`src/rtl/tvrp_pkg.sv`:
```
// tvrp_pkg: shared types and constants of the typed value record parser
// no dependencies; used by tvrp_ctrl, tvrp_dpath and the top level
package tvrp_pkg;

  // result kinds
  localparam logic [1:0] KIND_NUMERIC  = 2'd0;
  localparam logic [1:0] KIND_STRING   = 2'd1;
  localparam logic [1:0] KIND_INVALID  = 2'd2;
  localparam logic [1:0] KIND_TOO_LONG = 2'd3;

  // record type codes
  localparam logic [7:0] TYPE_NUM_SHORT = 8'd1;
  localparam logic [7:0] TYPE_NUM_LONG  = 8'd3;
  localparam logic [7:0] TYPE_STRING    = 8'd4;

  // record offsets
  localparam int POS_W = 4;
  localparam logic [POS_W-1:0] POS_ID        = 4'd0;
  localparam logic [POS_W-1:0] POS_TYPE      = 4'd1;
  localparam logic [POS_W-1:0] POS_BODY      = 4'd2;
  localparam logic [POS_W-1:0] POS_SHORT_LST = 4'd5;
  localparam logic [POS_W-1:0] POS_SHORT_END = 4'd6;
  localparam logic [POS_W-1:0] POS_LONG_FST  = 4'd7;
  localparam logic [POS_W-1:0] POS_LONG_LST  = 4'd10;
  localparam logic [POS_W-1:0] POS_LONG_END  = 4'd11;
  localparam logic [POS_W-1:0] POS_STR_SCAN  = 4'd7;
  localparam logic [POS_W-1:0] POS_STR_TAIL  = 4'd8;

  // physical depth of the string store
  localparam int STORE_DEPTH = 32;

  // controller to datapath
  typedef struct packed {
    logic accept;   // input item taken this cycle
    logic rd;       // read string store at the char index
    logic ld_char;  // load read char into the output register
  } tvrp_cmd_t;

  // datapath to controller
  typedef struct packed {
    logic str_run;    // presented byte would start a non-empty string run
    logic out_free;   // output register can take a result this cycle
    logic char_last;  // char index points at the last char of the run
  } tvrp_sts_t;

endpackage

```
`src/rtl/tvrp_ctrl.sv`:
```
// tvrp_ctrl: controller of the typed value record parser
// depends on tvrp_pkg for the command and status structs
module tvrp_ctrl (
  input  logic                clk,
  input  logic                rst,
  input  logic                in_valid,
  output logic                in_ready,
  input  tvrp_pkg::tvrp_sts_t sts,
  output tvrp_pkg::tvrp_cmd_t cmd
);

  typedef enum logic [2:0] {
    ST_IN = 3'b001,
    ST_RD = 3'b010,
    ST_LD = 3'b100
  } state_t;

  state_t state;
  state_t state_next;

  assign in_ready = (state == ST_IN) && sts.out_free;

  always_comb begin
    state_next  = state;
    cmd.accept  = 1'b0;
    cmd.rd      = 1'b0;
    cmd.ld_char = 1'b0;
    unique case (state)
      ST_IN: begin
        cmd.accept = in_valid && in_ready;
        if (cmd.accept && sts.str_run) begin
          state_next = ST_RD;
        end
      end
      ST_RD: begin
        cmd.rd     = 1'b1;
        state_next = ST_LD;
      end
      ST_LD: begin
        if (sts.out_free) begin
          cmd.ld_char = 1'b1;
          state_next  = sts.char_last ? ST_IN : ST_RD;
        end
      end
      default: begin
        state_next = ST_IN;
      end
    endcase
  end

  always_ff @(posedge clk) begin
    if (rst) begin
      state <= ST_IN;
    end else begin
      state <= state_next;
    end
  end

endmodule

```
`src/rtl/tvrp_dpath.sv`:
```
// tvrp_dpath: record state, string store and output register
// depends on tvrp_pkg; driven by tvrp_ctrl commands
module tvrp_dpath #(
  parameter int MAX_STRING_LEN = 32
) (
  input  logic                clk,
  input  logic                rst,
  input  logic [7:0]          data_byte,
  input  logic                end_of_buffer,
  input  logic                out_ready,
  input  tvrp_pkg::tvrp_cmd_t cmd,
  output tvrp_pkg::tvrp_sts_t sts,
  output logic                out_valid,
  output logic [7:0]          record_id,
  output logic [1:0]          kind,
  output logic [31:0]         payload_value,
  output logic                has_char,
  output logic                last
);

  localparam int STR_CAP = (MAX_STRING_LEN < tvrp_pkg::STORE_DEPTH) ?
                           MAX_STRING_LEN : tvrp_pkg::STORE_DEPTH;
  localparam int LW = $clog2(STR_CAP + 1);
  localparam int AW = (STR_CAP > 1) ? $clog2(STR_CAP) : 1;

  logic [tvrp_pkg::POS_W-1:0] pos, pos_next;
  logic [7:0]                 cur_id, id_next;
  logic [7:0]                 cur_type, type_next;
  logic [31:0]                acc, acc_next;
  logic [LW-1:0]              len, len_next;
  logic                       emitted, emitted_next;
  logic                       stopped, stopped_next;

  logic [7:0]    mem [STR_CAP];
  logic [7:0]    rd_data;
  logic [LW-1:0] idx;
  logic [LW-1:0] emit_len;

  logic        wr_en;
  logic        str_emit;
  logic        res_v;
  logic [1:0]  res_kind;
  logic [31:0] res_val;

  always_comb begin
    pos_next     = pos;
    id_next      = cur_id;
    type_next    = cur_type;
    acc_next     = acc;
    len_next     = len;
    emitted_next = emitted;
    stopped_next = stopped;
    wr_en        = 1'b0;
    str_emit     = 1'b0;
    res_v        = 1'b0;
    res_kind     = tvrp_pkg::KIND_INVALID;
    res_val      = '0;
    if (!stopped) begin
      if (pos == tvrp_pkg::POS_ID) begin
        pos_next     = tvrp_pkg::POS_TYPE;
        id_next      = data_byte;
        acc_next     = '0;
        len_next     = '0;
        emitted_next = 1'b0;
      end else if (pos == tvrp_pkg::POS_TYPE) begin
        type_next = data_byte;
        pos_next  = tvrp_pkg::POS_BODY;
        if (data_byte != tvrp_pkg::TYPE_NUM_SHORT && data_byte != tvrp_pkg::TYPE_NUM_LONG &&
            data_byte != tvrp_pkg::TYPE_STRING) begin
          res_v        = 1'b1;
          emitted_next = 1'b1;
          stopped_next = 1'b1;
        end
      end else if (cur_type == tvrp_pkg::TYPE_NUM_SHORT) begin
        if (pos <= tvrp_pkg::POS_SHORT_LST) begin
          acc_next = {acc[23:0], data_byte};
        end
        if (pos == tvrp_pkg::POS_SHORT_LST) begin
          res_v        = 1'b1;
          res_kind     = tvrp_pkg::KIND_NUMERIC;
          res_val      = acc_next;
          emitted_next = 1'b1;
        end
        pos_next = (pos >= tvrp_pkg::POS_SHORT_END) ? tvrp_pkg::POS_ID : pos + 1'b1;
      end else if (cur_type == tvrp_pkg::TYPE_NUM_LONG) begin
        if (pos >= tvrp_pkg::POS_LONG_FST && pos <= tvrp_pkg::POS_LONG_LST) begin
          acc_next = {acc[23:0], data_byte};
        end
        if (pos == tvrp_pkg::POS_LONG_LST) begin
          res_v        = 1'b1;
          res_kind     = tvrp_pkg::KIND_NUMERIC;
          res_val      = acc_next;
          emitted_next = 1'b1;
        end
        pos_next = (pos >= tvrp_pkg::POS_LONG_END) ? tvrp_pkg::POS_ID : pos + 1'b1;
      end else begin
        if (pos < tvrp_pkg::POS_STR_SCAN) begin
          pos_next = pos + 1'b1;
        end else if (pos == tvrp_pkg::POS_STR_SCAN) begin
          if (data_byte == 8'd0) begin
            str_emit     = !emitted;
            emitted_next = 1'b1;
            pos_next     = tvrp_pkg::POS_STR_TAIL;
          end else if (!emitted) begin
            if (len < LW'(STR_CAP)) begin
              wr_en    = 1'b1;
              len_next = len + 1'b1;
            end else begin
              res_v        = 1'b1;
              res_kind     = tvrp_pkg::KIND_TOO_LONG;
              emitted_next = 1'b1;
            end
          end
        end else begin
          pos_next = tvrp_pkg::POS_ID;
        end
      end
    end
    // empty string gives one result right away
    if (str_emit && len == '0) begin
      res_v    = 1'b1;
      res_kind = tvrp_pkg::KIND_STRING;
    end
    if (end_of_buffer) begin
      if (!stopped_next && pos_next >= tvrp_pkg::POS_BODY && !emitted_next) begin
        res_v    = 1'b1;
        res_kind = tvrp_pkg::KIND_INVALID;
        res_val  = '0;
      end
      pos_next     = tvrp_pkg::POS_ID;
      acc_next     = '0;
      len_next     = '0;
      emitted_next = 1'b0;
      stopped_next = 1'b0;
    end
  end

  assign sts.str_run   = str_emit && (len != '0);
  assign sts.out_free  = !out_valid || out_ready;
  assign sts.char_last = (idx + LW'(1)) == emit_len;

  always_ff @(posedge clk) begin
    if (rst) begin
      pos      <= tvrp_pkg::POS_ID;
      cur_id   <= '0;
      cur_type <= '0;
      acc      <= '0;
      len      <= '0;
      emitted  <= 1'b0;
      stopped  <= 1'b0;
    end else if (cmd.accept) begin
      pos      <= pos_next;
      cur_id   <= id_next;
      cur_type <= type_next;
      acc      <= acc_next;
      len      <= len_next;
      emitted  <= emitted_next;
      stopped  <= stopped_next;
    end
  end

  // string store and run counter
  always_ff @(posedge clk) begin
    if (cmd.accept && wr_en) begin
      mem[len[AW-1:0]] <= data_byte;
    end
    if (cmd.rd) begin
      rd_data <= mem[idx[AW-1:0]];
    end
  end

  always_ff @(posedge clk) begin
    if (cmd.accept && sts.str_run) begin
      idx      <= '0;
      emit_len <= len;
    end else if (cmd.ld_char) begin
      idx <= idx + 1'b1;
    end
  end

  // output register
  always_ff @(posedge clk) begin
    if (rst) begin
      out_valid <= 1'b0;
    end else if ((cmd.accept && res_v) || cmd.ld_char) begin
      out_valid <= 1'b1;
    end else if (out_ready) begin
      out_valid <= 1'b0;
    end
  end

  always_ff @(posedge clk) begin
    if (cmd.accept && res_v) begin
      record_id     <= id_next;
      kind          <= res_kind;
      payload_value <= res_val;
      has_char      <= 1'b0;
      last          <= 1'b1;
    end else if (cmd.ld_char) begin
      record_id     <= cur_id;
      kind          <= tvrp_pkg::KIND_STRING;
      payload_value <= {24'd0, rd_data};
      has_char      <= 1'b1;
      last          <= sts.char_last;
    end
  end

`ifndef SYNTHESIS
  a_ld_slot_free: assert property (@(posedge clk) disable iff (rst)
    cmd.ld_char |-> (!out_valid || out_ready))
    else $error("char loaded over a waiting result");
  a_run_start: assert property (@(posedge clk) disable iff (rst)
    (cmd.accept && sts.str_run) |=> (idx == '0 && emit_len != '0))
    else $error("string run did not start at char zero");
  a_len_cap: assert property (@(posedge clk) disable iff (rst)
    len <= LW'(STR_CAP))
    else $error("string length beyond capacity");
  a_stop_emitted: assert property (@(posedge clk) disable iff (rst)
    stopped |-> emitted)
    else $error("parsing stopped without a result");
`endif

endmodule

```
`src/rtl/typed_value_record_parser.sv`:
```
// typed_value_record_parser: top level, controller plus datapath
// depends on tvrp_pkg, tvrp_ctrl and tvrp_dpath
//
//   channel  direction  handshake             payload
//   in       input      in_valid / in_ready   data_byte, end_of_buffer
//   out      output     out_valid / out_ready record_id, kind, payload_value,
//                                             has_char, last
//
// one byte per cycle while the output register is empty or being taken
// a zero byte that ends a string of n chars holds off input until all n are loaded:
//   one store read and one output load per char, the string store read port
// a stalled output holds off input, the one output register parts the sides
// synchronous active-high reset clears record state and the output valid;
//   the string store is not cleared, only entries of the current string are read
module typed_value_record_parser #(
  parameter int MAX_STRING_LEN = 32
) (
  input  logic        clk,
  input  logic        rst,
  // input channel
  input  logic        in_valid,
  output logic        in_ready,
  input  logic [7:0]  data_byte,
  input  logic        end_of_buffer,
  // output channel
  output logic        out_valid,
  input  logic        out_ready,
  output logic [7:0]  record_id,
  output logic [1:0]  kind,
  output logic [31:0] payload_value,
  output logic        has_char,
  output logic        last
);

  // command and status between controller and datapath
  tvrp_pkg::tvrp_cmd_t cmd;
  tvrp_pkg::tvrp_sts_t sts;

  // controller: byte intake and string run sequencing
  tvrp_ctrl u_ctrl (
    .clk      (clk),
    .rst      (rst),
    .in_valid (in_valid),
    .in_ready (in_ready),
    .sts      (sts),
    .cmd      (cmd)
  );

  // datapath: record decode, string store, output register
  tvrp_dpath #(
    .MAX_STRING_LEN (MAX_STRING_LEN)
  ) u_dpath (
    .clk           (clk),
    .rst           (rst),
    .data_byte     (data_byte),
    .end_of_buffer (end_of_buffer),
    .out_ready     (out_ready),
    .cmd           (cmd),
    .sts           (sts),
    .out_valid     (out_valid),
    .record_id     (record_id),
    .kind          (kind),
    .payload_value (payload_value),
    .has_char      (has_char),
    .last          (last)
  );

endmodule

```
`config.mk`:
```
export PLATFORM = sky130hd
export DESIGN_NAME = typed_value_record_parser
export DESIGN_NICKNAME = d
export VERILOG_FILES = /design/src/rtl/tvrp_pkg.sv /design/src/rtl/tvrp_ctrl.sv /design/src/rtl/tvrp_dpath.sv /design/src/rtl/typed_value_record_parser.sv
export SDC_FILE = /design/constraint.sdc
export NUM_CORES = 1
export LEC_CHECK = 0
export ABC_AREA = 1
export BUFFER_PORTS_ARGS = -buffer_cell sky130_fd_sc_hd__buf_2
export CAP_MARGIN = 20
export CORE_MARGIN = 2
export CORE_UTILIZATION = 38
export CTS_CLUSTER_DIAMETER = 50
export CTS_CLUSTER_SIZE = 10
export DETAILED_ROUTE_END_ITERATION = 16
export SYNTH_ARGS = -nofsm -noshare
export SYNTH_HDL_FRONTEND = slang
export SYNTH_SLANG_ARGS = --single-unit
```
`constraint.sdc`:
```
create_clock -name clk -period 3.4 [get_ports clk]
set_clock_uncertainty 0.05 [all_clocks]
set_input_delay 1.02 -clock clk [delete_from_list [all_inputs] [get_ports clk]]
set_output_delay 1.02 -clock clk [all_outputs]
set_load 0.1 [all_outputs]
```
=== After elaboration in Yosys (flattened, before gate mapping) ===
Memories as Yosys holds them, arrays and structs flattened. A register that Yosys moved wholly into a read port is not among the register bits.
Index checks and enable logic that the tools add are counted.

* Output and inout bits: 46
* Memories kept: 1
* Word-level logic and storage cells: 209
* Bits in registers: 120
* Input bits: 13
* Bits in writable memories: 256

* Add/sub/neg operators: 3
* Bitwise gates (word level): 2
* Reduce and logical (&&, ||, !) cells: 32
* Magnitude comparators: 8
* Eq/ne operators: 22
* Muxes and demuxes: 125

{| class="wikitable"
|+ Memories
! name !! depth !! bits a word !! rd ports !! clocked after Yosys merged registers in !! write ports !! RTL line !! RTL
|-
| u_dpath.mem || 32 || 8 || 1 || 1 || 1 || tvrp_dpath.sv:34 || <nowiki>logic [7:0] mem [STR_CAP];</nowiki>
|}

{| class="wikitable"
|+ Operators with widths
! kind !! number
|-
| 32-bit 2-to-1 mux || 19
|-
| 6-bit 2-to-1 mux || 11
|-
| 1-bit 2-to-1 mux || 60
|-
| 4-bit 2-to-1 mux || 11
|-
| 2-bit 2-to-1 mux || 17
|-
| 8-bit 2-to-1 mux || 4
|-
| 3-bit by 2-bit inequality test with 1-bit output, second input constant || 5
|-
| 1-bit logical AND || 13
|-
| 6-bit by 1-bit adder with 6-bit output, second input constant || 2
|-
| 10-bit AND reduction || 1
|-
| 3-bit one-hot mux with 3 select lines || 1
|-
| 4-bit by 3-bit == test with 1-bit output, second input constant || 2
|-
| 8-bit by 1-bit == test with 1-bit output, second input constant || 1
|-
| 8-bit by 2-bit == test with 1-bit output, second input constant || 1
|-
| 4-bit by 3-bit greater-or-equal comparator with 1-bit output, second input constant || 2
|-
| 8-bit logical NOT || 1
|-
| 8-bit by 1-bit inequality test with 1-bit output, second input constant || 1
|-
| 8-bit by 2-bit inequality test with 1-bit output, second input constant || 1
|-
| 8-bit by 3-bit inequality test with 1-bit output, second input constant || 1
|-
| 4-bit AND reduction || 2
|-
| 6-bit == test || 1
|-
| 6-bit logical NOT || 1
|-
| 6-bit < comparator, second input constant || 1
|-
| 3-bit 2-to-1 mux || 2
|-
| other kinds (23) || 31
|}

=== Logic depth before layout (Yosys ltp) ===
Gate-level depths: netlist of run 1.

* Depth after elaboration: 18
* Gate-level depth with buffers: 19
* Gate-level depth less buffers: 18

=== Modules after synthesis ===
From an unflattened synthesis of run 1, not the netlist that was laid out.

* Cells, all modules: 1698
* Area, all modules: 17025.1 µm²

{| class="wikitable"
|+ By module, submodules not included
! module !! area an instance (µm²) !! seq. area each (µm²) !! cells each !! times used
|-
| tvrp_dpath || 16802.4 || 10750.3 || 1663 || 1
|-
| tvrp_ctrl || 222.7 || 60.1 || 35 || 1
|}

=== Worst setup path before layout of run 1 ===
No wires, ideal clock.

* Path type: input to register
* Start: in out_ready
* End: reg u_dpath.kind[0] (enable)
* Stages on the path: 7
* Data required time: 2950 ps
* Setup time: 400 ps
* Buffers on the path: 1
* Setup slack: -1001 ps
* Arrival time: 3951 ps
* Path through: nor2_1 nor2_1 nand2_1 clkinv_1 nand2_4 buf_2 nand2_1

* Cells in the longest elaborated chain, start to end: 6
* Elaborated cells between the ends (all ways): 8
* Classes of those cells: 3 x mux; 5 x reduce/logical

{| class="wikitable"
|+ RTL lines
! element !! RTL line !! RTL
|-
| start: declaration || typed_value_record_parser.sv:27 || <nowiki>input logic out_ready,</nowiki>
|-
| 1-bit logical OR || tvrp_dpath.sv:139 || <nowiki>assign sts.out_free = !out_valid || out_ready;</nowiki>
|-
| 1-bit logical AND || tvrp_ctrl.sv:21 || <nowiki>assign in_ready = (state == ST_IN) && sts.out_free;</nowiki>
|-
| via in_ready || typed_value_record_parser.sv:22 || <nowiki>output logic in_ready,</nowiki>
|-
| 1-bit logical AND || tvrp_ctrl.sv:30 || <nowiki>cmd.accept = in_valid && in_ready;</nowiki>
|-
| 1-bit 2-to-1 mux || tvrp_ctrl.sv:28 || <nowiki>unique case (state)</nowiki>
|-
| 1-bit logical AND || tvrp_dpath.sv:193 || <nowiki>if (cmd.accept && res_v) begin</nowiki>
|-
| 2-bit nonzero test (no line) || - ||
|-
| end signal: assignment || tvrp_dpath.sv:195 || <nowiki>kind <= res_kind;</nowiki>
|-
| end signal: assignment || tvrp_dpath.sv:201 || <nowiki>kind <= tvrp_pkg::KIND_STRING;</nowiki>
|-
| end: declaration || tvrp_dpath.sv:15 || <nowiki>output logic [1:0] kind,</nowiki>
|}

The timed path passes the listed nets, and every way through them passes these cells.
A chain may end at the register's enable or synchronous reset.

=== Worst setup path in the final report of run 1 ===
* Start: reg u_dpath.pos[0] (netlist bit)
* End: mem u_dpath.mem[6][7] (enable)

* Cells in the longest elaborated chain, start to end: 11
* Elaborated cells between the ends (all ways): 14
* Classes of those cells: 1 x order compare; 2 x eq/ne; 9 x mux; 2 x reduce/logical

{| class="wikitable"
|+ RTL lines
! element !! RTL line !! RTL
|-
| start: declaration || tvrp_dpath.sv:26 || <nowiki>logic [tvrp_pkg::POS_W-1:0] pos, pos_next;</nowiki>
|-
| start signal: assignment || tvrp_dpath.sv:144 || <nowiki>pos <= tvrp_pkg::POS_ID;</nowiki>
|-
| start signal: assignment || tvrp_dpath.sv:152 || <nowiki>pos <= pos_next;</nowiki>
|-
| parallel branches: the longest is 6 deep, another holds 4-bit by 3-bit < comparator with 1-bit output || - ||
|-
| 1-bit 2-to-1 mux * || tvrp_dpath.sv:59 || <nowiki>if (pos == tvrp_pkg::POS_ID) begin</nowiki>
|-
| 1-bit 2-to-1 mux * || tvrp_dpath.sv:58 || <nowiki>if (!stopped) begin</nowiki>
|-
| 1-bit logical AND * || tvrp_dpath.sv:164 || <nowiki>if (cmd.accept && wr_en) begin</nowiki>
|-
| 1-bit 2-to-1 mux * || tvrp_dpath.sv:164 ||
|-
| 1-bit 2-to-1 mux (implied by the code) * || tvrp_dpath.sv:165 || <nowiki>mem[len[AW-1:0]] <= data_byte;</nowiki>
|-
| end: declaration || tvrp_dpath.sv:34 ||
|}

Mark *: on every way between the ends.

==> results by group, run 1 <==
Cells and area
  – Layout Utilization: 0.443
  – Sequential cell area: 0.0108 mm^2
  – N_diodes: 0
  – Share of layout cells above drive strength 1: 0.130
  – Commonest cells after routing, fill and taps aside: edfxtp_1 (312), nor2_1 (276), nand2_1 (218)
  – Fillers: ~4200
  – Commonest non-fill, non-tap cell in the layout: edfxtp_1
  – Fin nets: roughly 1800
  – Synthesis-to-finish area growth: 15.2%
  – Area of the multi-input gates: 0.00515 mm^2

Timing
  – Final Hold Violating Endpoints: 0
  – Final Setup Violations: 0
  – Tmin final: roughly 3000 ps
  – Part of the cycle the worst path needs: 0.893
  – Pins Over Slew Limit: 0
  – Worst slew pin tran: between 1000 and 1500 ps
  – Minimum hold slack: ~380 ps
  – Fmax: between 300 and 400 MHz
  – Unrepaired setup endpoints after global routing: no
  – Relative slew slack: 0.315

Logic synthesis
  – Synth area leader: edfxtp_1
  – Post-synthesis cell type count: 41
  – #FFs+latches synth: 384
  – Post-Syn Area per Cell: roughly 10 um^2
  – Synthesized area: 0.0170 mm^2
  – Top-area cell type share of the netlist area: 0.552
  – Fraction of the yosys area taken by sequential cells: 0.637
  – Synthesis Warnings: 0
  – Ys async rst share: 0
  – Post-synth net total: 1693
  – Number of synthesized flops with an enable pin: roughly 310
  – Largest cells by area after synthesis: edfxtp_1 (55%), dfxtp_1 (8.5%), nor2_1 (6.1%), o21ai_0 (5.2%), nand2_1 (4.8%)
  – Ys flop type: edfxtp_1
  – Post-Synthesis Cells: 1670

Clock tree
  – CTS tree: done
  – Clock transition at path regs: ~50 ps
  – TritonCTS Buffers: 47
  – Clk sinks: about 380
  – Hold-fix buffers, CTS: 0
  – CTS Buffer Depth: 3
  – CTS resizes: 0
  – Post-CTS setup buffer count: 0
  – CTS root buf: clkbuf_16
  – H-tree levels: 2
  – Clk_lat worst skew: between 500 and 600 ps

Critical path
  – WP data required: 3550 ps
  – Arrival time worst endpoint: 3180 ps
  – Worst Setup End Kind: flip-flop
  – CP max-delay cell: nor2_1
  – Startpoint Class: flip-flop
  – Worst-path fanout max: 8
  – CP max stage delay: approximately 600 ps
  – CP Class: reg -> reg
  – Crit-path cells: inv_1, ha_1, nand2_4, nand2_2, nor2_2, inv_1, nor2_2, nand2_1, nor3_1, buf_4, nand2_1, buf_12, nor2_1

Placement
  – Final GP Congestion: roughly 0.90
  – # port buffers: 58
  – Dpl hpwl: 28500 um

Power
  – PD cells: 530 mW/mm^2
  – Peak supply drop: a little under 0.4 mV
  – LEAKAGE: 6.91 nW

Drt
  – Routed vias/inst: about 5.3
  – Post-Route WL: about 45000 um
  – DR vias: about 12000
  – Routed len/inst: roughly 19 um
  – Detailed-route DRC error count: 0
  – Initial DRC count: approximately 1400
  – Drt pass-1 iters: 5
  – Final ANT Viol Nets: 0

Floorplanning
  – Initial Utilization: 0.385
  – # IOs: slightly below 60
  – Die W: about 220 um
  – Die Y-Extent: around 220 um
  – Cell Rows: 77
  – DIE AREA: 0.0464 mm^2
  – Placeable Area: 0.0441 mm^2

Global route
  – Initial antenna violation count: 0
  – Via count of the first global-routing pass: roughly 12000
  – Largest net degree at the start of global routing: 86
  – First-pass GRT wire length: between 60000 and 70000 um
  – Total congestion overflow: 0
  – Tot GR Track Use: 0.195

Hold path
  – Hold WC Path Type: reg -> reg

Flow run
  – MaxCap Viol Count: 0

Outcome
  – Status: finished clean
metrics by stage:
step	setup slack (ps)	area (um^2)	TNS [ps]	instances	total power (W)
after global placement	-8.13	18200	-62.2	2271	0.00590
after CTS	309	19600	0	2349	0.0105
final	364	19600	0	2349	0.0104
after detailed placement	-61.8	18200	-3180	2271	0.00590
after floorplan	106	17000	0	1670	0.00567
after global routing	144	19600	0	2349	0.0107
worst max-delay path, delay by kind of cell (launching register included):
kind	cells	cell delay [ps]
AND/OR/NAND/NOR	8	1400
buffers and inverters	4	560
flip-flops	1	400
adder cells (fa/ha/maj)	1	260
synth_stat cells (2+ instances only):
| master | instances |
|---|---|
| o22ai_1 | 19 |
| clkinv_1 | 2 |
| nor2_2 | 25 |
| clkbuf_1 | 77 |
| nor2_1 | 277 |
| xnor2_1 | 3 |
| a31oi_1 | 9 |
| o221ai_1 | 46 |
| a211oi_1 | 3 |
| buf_1 | 6 |
| nand4_1 | 3 |
| o21ai_1 | 3 |
| nor3_1 | 5 |
| ha_1 | 10 |
| dfxtp_1 | 72 |
| a32o_1 | 23 |
| nand2_2 | 6 |
| a21oi_1 | 104 |
| inv_1 | 149 |
| buf_4 | 4 |
| o31ai_1 | 2 |
| o211ai_1 | 9 |
| nand2_4 | 2 |
| nor2_8 | 2 |
| buf_2 | 11 |
| a32oi_1 | 7 |
| nand3_1 | 51 |
| xor2_1 | 5 |
| edfxtp_1 | 312 |
| buf_6 | 4 |
| nor3_2 | 2 |
| o21ai_0 | 178 |
| inv_2 | 6 |
| nand2_1 | 219 |
| or2_2 | 8 |
final cells by class:
class | count | area share
sequential | 384 | 0.553
multi-input combinational | 1025 | 0.263
clock buffer | 69 | 0.0665
timing repair buffer | 111 | 0.0435
tap | 592 | 0.0379
inverter | 159 | 0.0308
clock inverter | 9 | 0.00480
metal layers:
layer | vias to the layer above | GRT usage | wire [um]
met5 | - | 0 | 0
met4 | 0 | 0.0680 | 1240
met3 | 74 | 0.0427 | 3580
met2 | 432 | 0.307 | 20500
met1 | 6018 | 0.266 | 19500
li1 | 5934 | - | -
path summary, 6_finish.rpt:
path | start | depth (start not counted) | slack [ps] | endpoint
max reg2reg | u_dpath.pos[0] | 13 | 360 | u_dpath.mem[6][7]
min | u_dpath.cur_id[3] | 0 | 380 | u_dpath.record_id[3]
min reg2reg | u_dpath.cur_id[3] | 0 | 380 | u_dpath.record_id[3]
max | u_dpath.pos[0] | 13 | 360 | u_dpath.mem[6][7]
power by group:
group          leakage, nW  internal, W  switching (W)
Sequential            3.36      0.00512      0.0000335
Combinational         2.88     0.000139       0.000508
Clock                0.674      0.00265        0.00191
flip-flops by register name (all words and copies together), names as in the netlist, 3 cells and up:
name,count
u_dpath.emit_len,6
u_dpath.rd_data,8
u_dpath.payload_value,32
u_dpath.acc,32
u_dpath.record_id,8
u_dpath.len,6
u_ctrl.state,3
u_dpath.pos,4
u_dpath.idx,6
u_dpath.cur_id,8
u_dpath.mem,256
u_dpath.cur_type,8
logic make-up (layout without fill, tap and decap cells):
logic type      count (synthesis)  count (layout)  share of synthesized area
buf+inv                       261             348                     0.0614
simple gates                  601             601                      0.147
flops                         384             384                      0.637
compound gates                406             406                      0.143
fa+ha+maj                      10              10                    0.00737
xor+xnor                        8               8                    0.00413
Note: power is estimated with default switching activity, not from simulation.
==> run 2: changes to the inputs <==
--- a/config.mk
+++ b/config.mk
@@ -13,6 +13,7 @@
 export CTS_CLUSTER_DIAMETER = 50
 export CTS_CLUSTER_SIZE = 10
 export DETAILED_ROUTE_END_ITERATION = 16
+export REMOVE_ABC_BUFFERS = 1
 export SYNTH_ARGS = -nofsm -noshare
 export SYNTH_HDL_FRONTEND = slang
 export SYNTH_SLANG_ARGS = --single-unit
==> results by group, run 2 (synthesized netlist as in run 1, its figures left out) <==
Power
  – Seq pwr share: 0.480 (-0.017)
  – Sw power: 0.00246 W (+0.23%)
  – Combinational share of power: 0.060 (-0.003)
  – Internal cell power: 0.00829 W (+4.7%)
  – Clk pwr share: 0.460 (+0.020)
  – Peak supply drop: 0.336 mV (-13%)
  – PD cells: 545 mW/mm^2 (+2.8%)
  – Switching share of power: 0.229 (-0.00786)
  – LEAKAGE: 7.01 nW (+1.5%)

Global route
  – Tot GR Track Use: 0.198 (+0.00289)
  – Via count of the first global-routing pass: 12200 (+1.5%)
  – Total congestion overflow: 0 (unchanged)
  – Initial antenna violation count: 0 (unchanged)
  – First-pass GRT wire length: 71200 um (+2.4%)
  – Largest net degree at the start of global routing: 72 (-16%)

Drt
  – Routed len/inst: 19.4 um (+1.7%)
  – Initial DRC count: 1259 (-8.8%)
  – DR vias: 12500 (+0.60%)
  – Post-Route WL: 45900 um (+2.4%)
  – Routed vias/inst: 5.30 (-0.12%)
  – Detailed-route DRC error count: 0 (unchanged)
  – Drt pass-1 iters: 5 (unchanged)
  – Final ANT Viol Nets: 0 (unchanged)

Critical path
  – Worst-path fanout max: 8 (unchanged)
  – WP buf/inv: 3 (-1)
  – CP Class: reg -> reg
  – Startpoint Class: flip-flop
  – CP max-delay cell: nor2_1
  – WP data required: 3550 ps (about the same)
  – Arrival time worst endpoint: 3220 ps (+40 ps)
  – CP max stage delay: 770 ps (+170 ps)
  – Crit-path cells: inv_1, ha_1, nand2_4, nand2_2, nor2_2, inv_1, nor2_2, nand2_1, nor3_1, buf_4, nand2_1, nor2_1
  – Family with the most delay on the worst path: simple AND/OR/NAND/NOR gates
  – Worst Setup End Kind: flip-flop

Clock tree
  – CTS resizes: 0 (unchanged)
  – Clock transition at path regs: 60 ps (about the same)
  – CTS Buffer Depth: 3 (unchanged)
  – CTS tree: done
  – Clk sinks: 384 (unchanged)
  – CTS root buf: clkbuf_16
  – Hold-fix buffers, CTS: 0 (unchanged)
  – Clk_lat worst skew: 580 ps (about the same)
  – H-tree levels: 2 (unchanged)
  – TritonCTS Buffers: 48 (+2.1%)
  – Post-CTS setup buffer count: 0 (unchanged)

Outcome
  – Status: finished clean

Timing
  – Unrepaired setup endpoints after global routing: no
  – Relative slew slack: 0.310 (-0.00593)
  – Final worst slack: 322 ps (-41.8 ps)
  – Fmax: 325 MHz (-1.4%)
  – Pins Over Slew Limit: 0 (unchanged)
  – Final Hold Violating Endpoints: 0 (unchanged)
  – Tmin final: 3080 ps (+41.8 ps)
  – Setup TNS: 0 ps (unchanged)
  – Part of the cycle the worst path needs: 0.905 (+0.0123)
  – Final Setup Violations: 0 (unchanged)
  – Minimum hold slack: 404 ps (+26.1 ps)
  – Worst slew pin tran: 1030 ps (+8.76 ps)

Cells and area
  – Share of layout cells above drive strength 1: 0.138 (+0.00777)
  – Fillers: 4204 (-1.0%)
  – Fin nets: 1765 (+0.80%)
  – Layout Utilization: 0.447 (+0.00389)
  – Area of the multi-input gates: 0.00515 mm^2 (unchanged)
  – Commonest cells after routing, fill and taps aside: edfxtp_1 (312), nor2_1 (277), nand2_1 (218)
  – N_diodes: 0 (unchanged)
  – Sequential cell area: 0.0108 mm^2 (unchanged)
  – Commonest non-fill, non-tap cell in the layout: edfxtp_1
  – Non-Filler Instances: 2366 (+0.72%)
  – Synthesis-to-finish area growth: 16.2%
  – Max FFs per register: 256 (unchanged)

Placement
  – Final GP Congestion: 0.865 (-3.7%)
  – # port buffers: 58 (unchanged)
  – Setup WS pre-CTS: 14.7 ps (+76.5 ps)
  – Placed Cells incl. Taps: 2284 (+0.57%)
  – Dpl hpwl: 28700 um (+1.0%)

Floorplanning
  – Placeable Area: 0.0441 mm^2 (unchanged)
  – Die W: 215 um (unchanged)
  – Initial Utilization: 0.385 (unchanged)
  – Cell Rows: 77 (unchanged)
  – Die Y-Extent: 215 um (unchanged)
  – DIE AREA: 0.0464 mm^2 (unchanged)
  – # IOs: 59 (unchanged)

Hold path
  – Hold WC Path Type: reg -> reg

Flow run
  – MaxCap Viol Count: 0 (unchanged)
## run 2: area by class of cell
cell class / count / share of cell area
clock buffers: 70 / 0.0683
repair buffers: 124 / 0.0456
flip-flops and latches: 384 / 0.548
inverters: 159 / 0.0305
multi-input cells: 1025 / 0.261
clock inverters: 12 / 0.00869
well taps: 592 / 0.0376
## run 2: per-stage QoR
| step | cell area [um^2] | power [W] |
|---|---|---|
| floorplan | 16500 | 0.00564 |
| global placement | 18200 | 0.00589 |
| detailed placement | 18200 | 0.00590 |
| CTS | 19700 | 0.0108 |
| global route | 19700 | 0.0110 |
| finish | 19700 | 0.0107 |
## run 2: power groups by stage
stage                     registers (W)  logic, W  clock network [W]
after global routing            0.00516  0.000695            0.00519
after detailed placement        0.00525  0.000647                  0
after CTS                       0.00515  0.000648            0.00502
after global placement          0.00525  0.000645                  0
final                           0.00515  0.000647            0.00494
after floorplan                 0.00540  0.000237                  0
## run 2: final timing paths
kind | start | slack, ps | end | cells past startpoint
setup / recovery | u_dpath.pos[0] | 320 | u_dpath.mem[6][4] | 12
setup reg to reg | u_dpath.pos[0] | 320 | u_dpath.mem[6][4] | 12
hold / removal | u_dpath.cur_id[6] | 400 | u_dpath.record_id[6] | 0
hold reg to reg | u_dpath.cur_id[6] | 400 | u_dpath.record_id[6] | 0
## run 2: per-layer routing
layer / part of all wire / wire (um) / up-vias / GRT usage
li1: - / - / 5955 / -
met1: 0.44 / 20100 / 6021 / 0.271
met2: 0.46 / 21300 / 464 / 0.319
met3: 0.065 / 3000 / 93 / 0.0316
met4: 0.033 / 1500 / 0 / 0.0706
met5: 0 / 0 / - / 0
